## config.mk

```make
export PLATFORM = sky130hd
export DESIGN_NAME = scba_controller
export DESIGN_NICKNAME = d
export VERILOG_FILES = /design/src/rtl/size_class_block_allocator_assert.svh /design/src/rtl/scba_pkg.sv /design/src/rtl/scba_controller.sv
export SDC_FILE = /design/constraint.sdc
export NUM_CORES = 1
export LEC_CHECK = 0
export BUFFER_PORTS_ARGS = -buffer_cell sky130_fd_sc_hd__buf_4
export CAP_MARGIN = 25
export CORE_AREA = 2 2 39 41
export DETAILED_ROUTE_END_ITERATION = 7
export DIE_AREA = 0 0 41 43
export PLACE_DENSITY = 0.34
export SLEW_MARGIN = 10
export SYNTH_ARGS = -nofsm -noshare
export SYNTH_HDL_FRONTEND = slang
export SYNTH_SLANG_ARGS = --single-unit
```

## constraint.sdc

```tcl
create_clock -name clk -period 1.2 [get_ports clk]
set_input_delay 0.24 -clock clk [delete_from_list [all_inputs] [get_ports clk]]
set_output_delay 0.24 -clock clk [all_outputs]
set_load 0.1 [all_outputs]
```

## src/rtl/size_class_block_allocator_assert.svh

```systemverilog
// ---------------------------------------------------------------------------
// size_class_block_allocator_assert.svh
// Assertion macros for the size-class block allocator. They expand to
// nothing when SYNTHESIS is defined.
// ---------------------------------------------------------------------------
`ifndef SIZE_CLASS_BLOCK_ALLOCATOR_ASSERT_SVH
`define SIZE_CLASS_BLOCK_ALLOCATOR_ASSERT_SVH
`ifndef SYNTHESIS
// same-cycle implication
`define SCBA_ASSERT_IMP(lbl, ante, cons) \
    lbl: assert property (@(posedge clk) disable iff (!rst_n) (ante) |-> (cons)) \
        else $error("scba: same-cycle check failed");
// next-cycle implication
`define SCBA_ASSERT_NXT(lbl, ante, cons) \
    lbl: assert property (@(posedge clk) disable iff (!rst_n) (ante) |=> (cons)) \
        else $error("scba: next-cycle check failed");
`else
`define SCBA_ASSERT_IMP(lbl, ante, cons)
`define SCBA_ASSERT_NXT(lbl, ante, cons)
`endif
`endif

```

## src/rtl/scba_pkg.sv

```systemverilog
// ---------------------------------------------------------------------------
// scba_pkg
// Sizes, types, codes and the size-class function shared by the allocator.
// ---------------------------------------------------------------------------
package scba_pkg;

    localparam int PARTITIONS           = 8;
    localparam int SIZE_CLASSES         = 16;
    localparam int BLOCKS_PER_PARTITION = 65536;

    localparam int ID_W      = 16;
    localparam int UNITS_W   = 16;
    localparam int PART_IN_W = 3;
    localparam int COUNT_W   = 17;
    localparam int BUMP_W    = 17;

    // block ids are 16 bits wide, so capacity never exceeds 65536
    localparam int CAPACITY = (BLOCKS_PER_PARTITION < 65536) ? BLOCKS_PER_PARTITION : 65536;

    localparam int PART_W  = (PARTITIONS > 1) ? $clog2(PARTITIONS) : 1;
    localparam int LOG_W   = $clog2(UNITS_W);
    localparam int CLASS_W = (SIZE_CLASSES > 1) ? $clog2(SIZE_CLASSES) : 1;
    localparam int LIST_N  = PARTITIONS * SIZE_CLASSES;
    localparam int LIST_AW = (LIST_N > 1) ? $clog2(LIST_N) : 1;
    localparam int LINK_N  = PARTITIONS * CAPACITY;
    localparam int LINK_AW = $clog2(LINK_N);
    localparam int BLK_AW  = $clog2(CAPACITY);

    typedef logic [PART_W-1:0]  part_idx_t;
    typedef logic [CLASS_W-1:0] class_t;
    typedef logic [LIST_AW-1:0] list_addr_t;
    typedef logic [LINK_AW-1:0] link_addr_t;
    typedef logic [BLK_AW-1:0]  blk_addr_t;
    typedef logic [ID_W-1:0]    id_t;
    typedef logic [COUNT_W-1:0] count_t;
    typedef logic [BUMP_W-1:0]  bump_t;
    typedef logic [BUMP_W:0]    bump_sum_t;

    localparam count_t COUNT_MAX = '1;

    localparam logic ACT_ALLOC = 1'b0;
    localparam logic ACT_FREE  = 1'b1;

    typedef enum logic [1:0] {
        ST_REUSED  = 2'd0,
        ST_FRESH   = 2'd1,
        ST_NOSPACE = 2'd2,
        ST_FREED   = 2'd3
    } status_t;

    typedef enum logic [1:0] {
        S_IDLE,
        S_LOOKUP,
        S_POP
    } state_t;

    // controller -> datapath
    typedef struct packed {
        logic capture;        // latch request, read head/count
        logic link_rd;        // read next-link of the list head
        logic finish_lookup;  // commit bump or free, load result
        logic finish_pop;     // commit pop, load result
    } cmd_t;

    // datapath -> controller
    typedef struct packed {
        logic need_pop;   // allocate hits a non-empty list
        logic slot_free;  // output register can take a result
    } stat_t;

    // floor(log2(units)); zero and classes past the top map to class 0
    function automatic class_t size_class(input logic [UNITS_W-1:0] units);
        logic [LOG_W-1:0] lg;
        lg = '0;
        for (int i = 1; i < UNITS_W; i++)
        begin
            if (units[i])
            begin
                lg = LOG_W'(i);
            end
        end
        if (int'(lg) >= SIZE_CLASSES)
        begin
            lg = '0;
        end
        return class_t'(lg);
    endfunction

endpackage

```

## src/rtl/scba_controller.sv

```systemverilog
// ---------------------------------------------------------------------------
// scba_controller
// Request sequencer: capture, list lookup, optional link pop, result hand-off.
// ---------------------------------------------------------------------------
module scba_controller (
    input  logic             clk,
    input  logic             rst_n,
    input  logic             in_valid,
    output logic             in_ready,
    input  scba_pkg::stat_t  stat,
    output scba_pkg::cmd_t   cmd
);

    scba_pkg::state_t state_reg;
    scba_pkg::state_t state_next;

    always_ff @(posedge clk or negedge rst_n)
    begin
        if (!rst_n)
        begin
            state_reg <= scba_pkg::S_IDLE;
        end
        else
        begin
            state_reg <= state_next;
        end
    end

    always_comb
    begin
        state_next = state_reg;
        unique case (state_reg)
            scba_pkg::S_IDLE:
            begin
                if (in_valid)
                begin
                    state_next = scba_pkg::S_LOOKUP;
                end
            end
            scba_pkg::S_LOOKUP:
            begin
                if (stat.need_pop)
                begin
                    state_next = scba_pkg::S_POP;
                end
                else if (stat.slot_free)
                begin
                    state_next = scba_pkg::S_IDLE;
                end
            end
            scba_pkg::S_POP:
            begin
                if (stat.slot_free)
                begin
                    state_next = scba_pkg::S_IDLE;
                end
            end
            default:
            begin
                state_next = scba_pkg::S_IDLE;
            end
        endcase
    end

    always_comb
    begin
        in_ready = 1'b0;
        cmd      = '0;
        unique case (state_reg)
            scba_pkg::S_IDLE:
            begin
                in_ready    = 1'b1;
                cmd.capture = in_valid;
            end
            scba_pkg::S_LOOKUP:
            begin
                cmd.link_rd       = stat.need_pop;
                cmd.finish_lookup = !stat.need_pop && stat.slot_free;
            end
            scba_pkg::S_POP:
            begin
                cmd.finish_pop = stat.slot_free;
            end
            default:
            begin
                cmd = '0;
            end
        endcase
    end

endmodule

```

==> impl_metrics.prom <==
# TYPE chip_impl_metric gauge
chip_impl_metric{name="totalWireLength",unit="um"} 380
chip_impl_metric{name="portBuffers",unit=""} 9
chip_impl_metric{name="vias_per_cell",unit=""} 3.35
chip_impl_metric{name="internal_power",unit="mW"} 0.430
chip_impl_metric{name="insertion_delay",unit="ns"} 0.23
chip_impl_metric{name="crit_path_max_incr_delay",unit="ns"} 0.44
chip_impl_metric{name="finish.instance_area",unit="sq um"} 349
chip_impl_metric{name="max-slew-margin-rel",unit="%"} 77.7
chip_impl_info{name="post-synth-top-area-cell",value="dfrtp_1"} 1
chip_impl_info{name="synth_area_leaders",value="dfrtp_1, nor3b_1, and4bb_2"} 1
chip_impl_info{name="root_buffer",value="clkbuf_4"} 1
chip_impl_metric{name="finalPower",unit="mW"} 0.828
chip_impl_metric{name="die_w",unit="um"} 41
chip_impl_metric{name="finalCriticalPeriod",unit="ns"} 1.41
chip_impl_metric{name="placed_cells",unit=""} 37
chip_impl_metric{name="synth_fp_nets",unit=""} 16
chip_impl_metric{name="clk_transition_reported_paths",unit="ns"} 0.04
chip_impl_metric{name="groute.layer.met1.usage",unit="%"} 5.10
chip_impl_info{name="end_kind",value="output pin"} 1
chip_impl_metric{name="rows",unit=""} 14
chip_impl_metric{name="detailed_routing_iteration_count_for_the_pre_antenna_repair_pass",unit=""} 1
chip_impl_metric{name="initial_utilization",unit="%"} 8.77
chip_impl_info{name="slowest_stage",value="dfrtp_2"} 1
chip_impl_metric{name="synth_top_cell_area_share",unit="%"} 41.2
chip_impl_metric{name="r2r_slack",unit="ns"} 0.07
chip_impl_metric{name="worst_clock_skew",unit="ns"} 0.00896
chip_impl_metric{name="post_synth_instance_area",unit="sq um"} 121
chip_impl_info{name="setup.worst_path.start_class",value="register"} 1
chip_impl_info{name="cp_cell_sequence",value="and4bb_4 -> buf_12"} 1
chip_impl_metric{name="worstPathRequired",unit="ns"} 0.96
chip_impl_metric{name="remaining_number_of_nets_flagged_by_the_antenna_check_after_routing",unit=""} 0
chip_impl_metric{name="power.switching",unit="mW"} 0.398
chip_impl_info{name="critical_path.top_delay_family",value="flip-flops"} 1
chip_impl_metric{name="comb_power_share",unit="%"} 65.0
chip_impl_metric{name="crit_arrival",unit="ns"} 1.17
chip_impl_metric{name="final-hold-violation-count",unit=""} 0
chip_impl_metric{name="dr_total_vias",unit=""} 144
chip_impl_metric{name="final_report_setup_violation_count",unit=""} 5
chip_impl_metric{name="layout_setup_ws",unit="ns"} -0.210
chip_impl_metric{name="leakage_power",unit="nW"} 0.152
chip_impl_metric{name="num-nets-final",unit=""} 33
chip_impl_metric{name="global_route.usage.total",unit="%"} 5.41
chip_impl_metric{name="cts_bufs_inserted",unit=""} 3
chip_impl_info{name="gr-max-usage-layer",value="met2"} 1
chip_impl_info{name="cts_tree",value="built"} 1
chip_impl_metric{name="timing.critical_path.buf_inv",unit=""} 1
chip_impl_metric{name="design.portCount",unit=""} 10
chip_impl_metric{name="die_h",unit="um"} 43
chip_impl_metric{name="power-per-cell-area",unit="nW/um^2"} 2370
chip_impl_metric{name="dp_worst_setup_slack",unit="ns"} -0.0725
chip_impl_metric{name="ys.warnings.count",unit=""} 0
chip_impl_metric{name="count_of_pins_over_their_slew_limit",unit=""} 0
chip_impl_metric{name="diodes",unit=""} 0
chip_impl_metric{name="fp.coreArea",unit="sq um"} 1380
chip_impl_info{name="rsz0062_at_grt",value="true"} 1
chip_impl_metric{name="grt_pass1_vias",unit=""} 155
chip_impl_metric{name="grt_use_met3",unit="%"} 1.57
chip_impl_metric{name="h_tree_levels",unit=""} 1
chip_impl_metric{name="number_of_antenna_violations_at_the_first_check_in_global_routing",unit=""} 0
chip_impl_metric{name="asyncSetResetFlopFracSynth",unit="%"} 100
chip_impl_metric{name="area_after_dpl",unit="sq um"} 236
chip_impl_metric{name="grt_max_degree",unit=""} 8
chip_impl_metric{name="number_of_enable_flip_flop_cells_after_synthesis",unit=""} 0
chip_impl_metric{name="post_route_cells_drive_above_1_share",unit="%"} 81.5
chip_impl_metric{name="yosys_register_bits",unit=""} 2
chip_impl_info{name="worstSetupPathType",value="reg2out"} 1
chip_impl_metric{name="gp_routability_congestion",unit=""} 0.538
chip_impl_metric{name="synthCells",unit=""} 11
chip_impl_metric{name="dr.first_iter.drc_count",unit=""} 0
chip_impl_metric{name="final_core_util",unit="%"} 25.2
chip_impl_metric{name="grt.met2_usage",unit="%"} 8.13
chip_impl_metric{name="power.share.sequential",unit="%"} 15.2
chip_impl_metric{name="layoutNonFillerInstCount",unit=""} 43
chip_impl_metric{name="numClockSinks",unit=""} 2
chip_impl_metric{name="synth.yosys.seq_area_share",unit="%"} 41.2
chip_impl_metric{name="synthToLayoutAreaGrowth",unit="%"} 188
chip_impl_info{name="yosys_most_used_dff",value="dfrtp_1"} 1
chip_impl_metric{name="power.ir.vdd_worst",unit="mV"} 0.408
chip_impl_metric{name="p_sw_share",unit="%"} 48.1
chip_impl_metric{name="mean_cell_area_of_the_mapped_netlist",unit="sq um"} 11.0
chip_impl_info{name="ys_top_cells_by_count",value="dfrtp_1, nor3b_1"} 1
chip_impl_metric{name="synth.distinct_cells",unit=""} 9
chip_impl_metric{name="largest_register_ff_count",unit=""} 2
chip_impl_metric{name="max_cap_violations",unit=""} 0
chip_impl_metric{name="maxClockFrequency",unit="GHz"} 0.709
chip_impl_info{name="hold_path_class",value="in2async"} 1
chip_impl_metric{name="grt_overflow_total",unit=""} 0
chip_impl_metric{name="fraction_of_power_consumed_by_the_clock_network",unit="%"} 19.8
chip_impl_info{name="run_status",value="finished with violations"} 1
chip_impl_metric{name="finalCritPeriodShare",unit="%"} 117
chip_impl_metric{name="cts-root-to-sink-buffers",unit=""} 2
chip_impl_info{name="failed_checks",value="negative setup slack"} 1
chip_impl_metric{name="grt_first_pass_wirelength",unit="um"} 593
chip_impl_metric{name="remaining_drc_errors",unit=""} 0
chip_impl_metric{name="die_area",unit="sq um"} 1760
chip_impl_metric{name="critPathMaxFanout",unit=""} 6
chip_impl_metric{name="routed_wire_length_per_instance",unit="um"} 8.84
chip_impl_metric{name="max_slew.worst_pin.slew",unit="ns"} 0.330
==> cell type report <==
class                      instances  area (sq um)
clock buffer                       4          26.3
timing repair buffer              12           155
fill                             154          1030
multi-input combinational          9          95.1
tap                               16          20.0
sequential                         2          52.6
==> power by group through the flow <==
stage	Combinational, mW	Sequential [mW]	Clock [mW]
after detailed placement	0.404	0.129	0
after CTS	0.515	0.131	0.173
after floorplan	0.321	0.121	0
final	0.538	0.126	0.164
after global placement	0.404	0.128	0
after global routing	0.556	0.131	0.178
==> metal layers <==
metal	vias up	part of all wire, %
li1	73	-
met2	4	59
met3	0	7.1
met1	67	33
met4	0	0
met5	-	0
==> worst reg2reg max path, delay by kind of cell, from the launching register on <==
| family | cells | cell delay [ns] |
|---|---|---|
| buffers and inverters | 1 | 0.16 |
| flip-flops | 1 | 0.44 |
| AND/OR/NAND/NOR | 2 | 0.41 |
==> kinds of logic (layout without fill, tap and decap cells) <==
logic type	Yosys count	after routing	share of synthesized area, %
flops	2	2	41.2
simple gates	9	9	58.8
buf+inv	0	16	0
==> metrics by stage <==
stage | TNS, ns | hold WS [ns]
final | -0.843 | 0.331
after global routing | -1.03 | 0.347
after CTS | -0.991 | 0.322
after detailed placement | -0.156 | 0.0261
after global placement | -0.133 | 0.0228
after floorplan | -1.20 | -0.0556
==> placed cells by master, fill, tap and decap left out <==
cell type / n
buf_4: 6
buf_12: 5
clkbuf_4: 3
and3b_2: 2
dfrtp_2: 2
and4bb_4: 1
nor2_4: 1
nor3b_4: 1
nor4b_1: 1
or2_2: 1
nor3b_1: 1
or2_1: 1
clkbuf_1: 1
dlygate4sd3_1: 1
==> timing repair <==
action                                 CTS  global route
pin swaps                                1             0
endpoints found under the hold margin    2             0
setup endpoints to repair                5             5
resized for setup                       16             1
hold buffers                             1             0
gates cloned                             0             0
setup buffers                            0             1
==> worst paths after layout <==
path                                     startpoint                  endpoint  cells after the start
max                        state_reg[1]$_DFFE_PN0P_                    cmd[1]                      2
min                                           rst_n  state_reg[1]$_DFFE_PN0P_                      2
max reg2reg                state_reg[0]$_DFFE_PN0P_  state_reg[0]$_DFFE_PN0P_                      3
min reg2reg                state_reg[0]$_DFFE_PN0P_  state_reg[1]$_DFFE_PN0P_                      2
max in group asynchronous                     rst_n  state_reg[0]$_DFFE_PN0P_                      2
min in group clk                            stat[0]  state_reg[1]$_DFFE_PN0P_                      3
No activity file was read; power rests on OpenSTA's default activity.
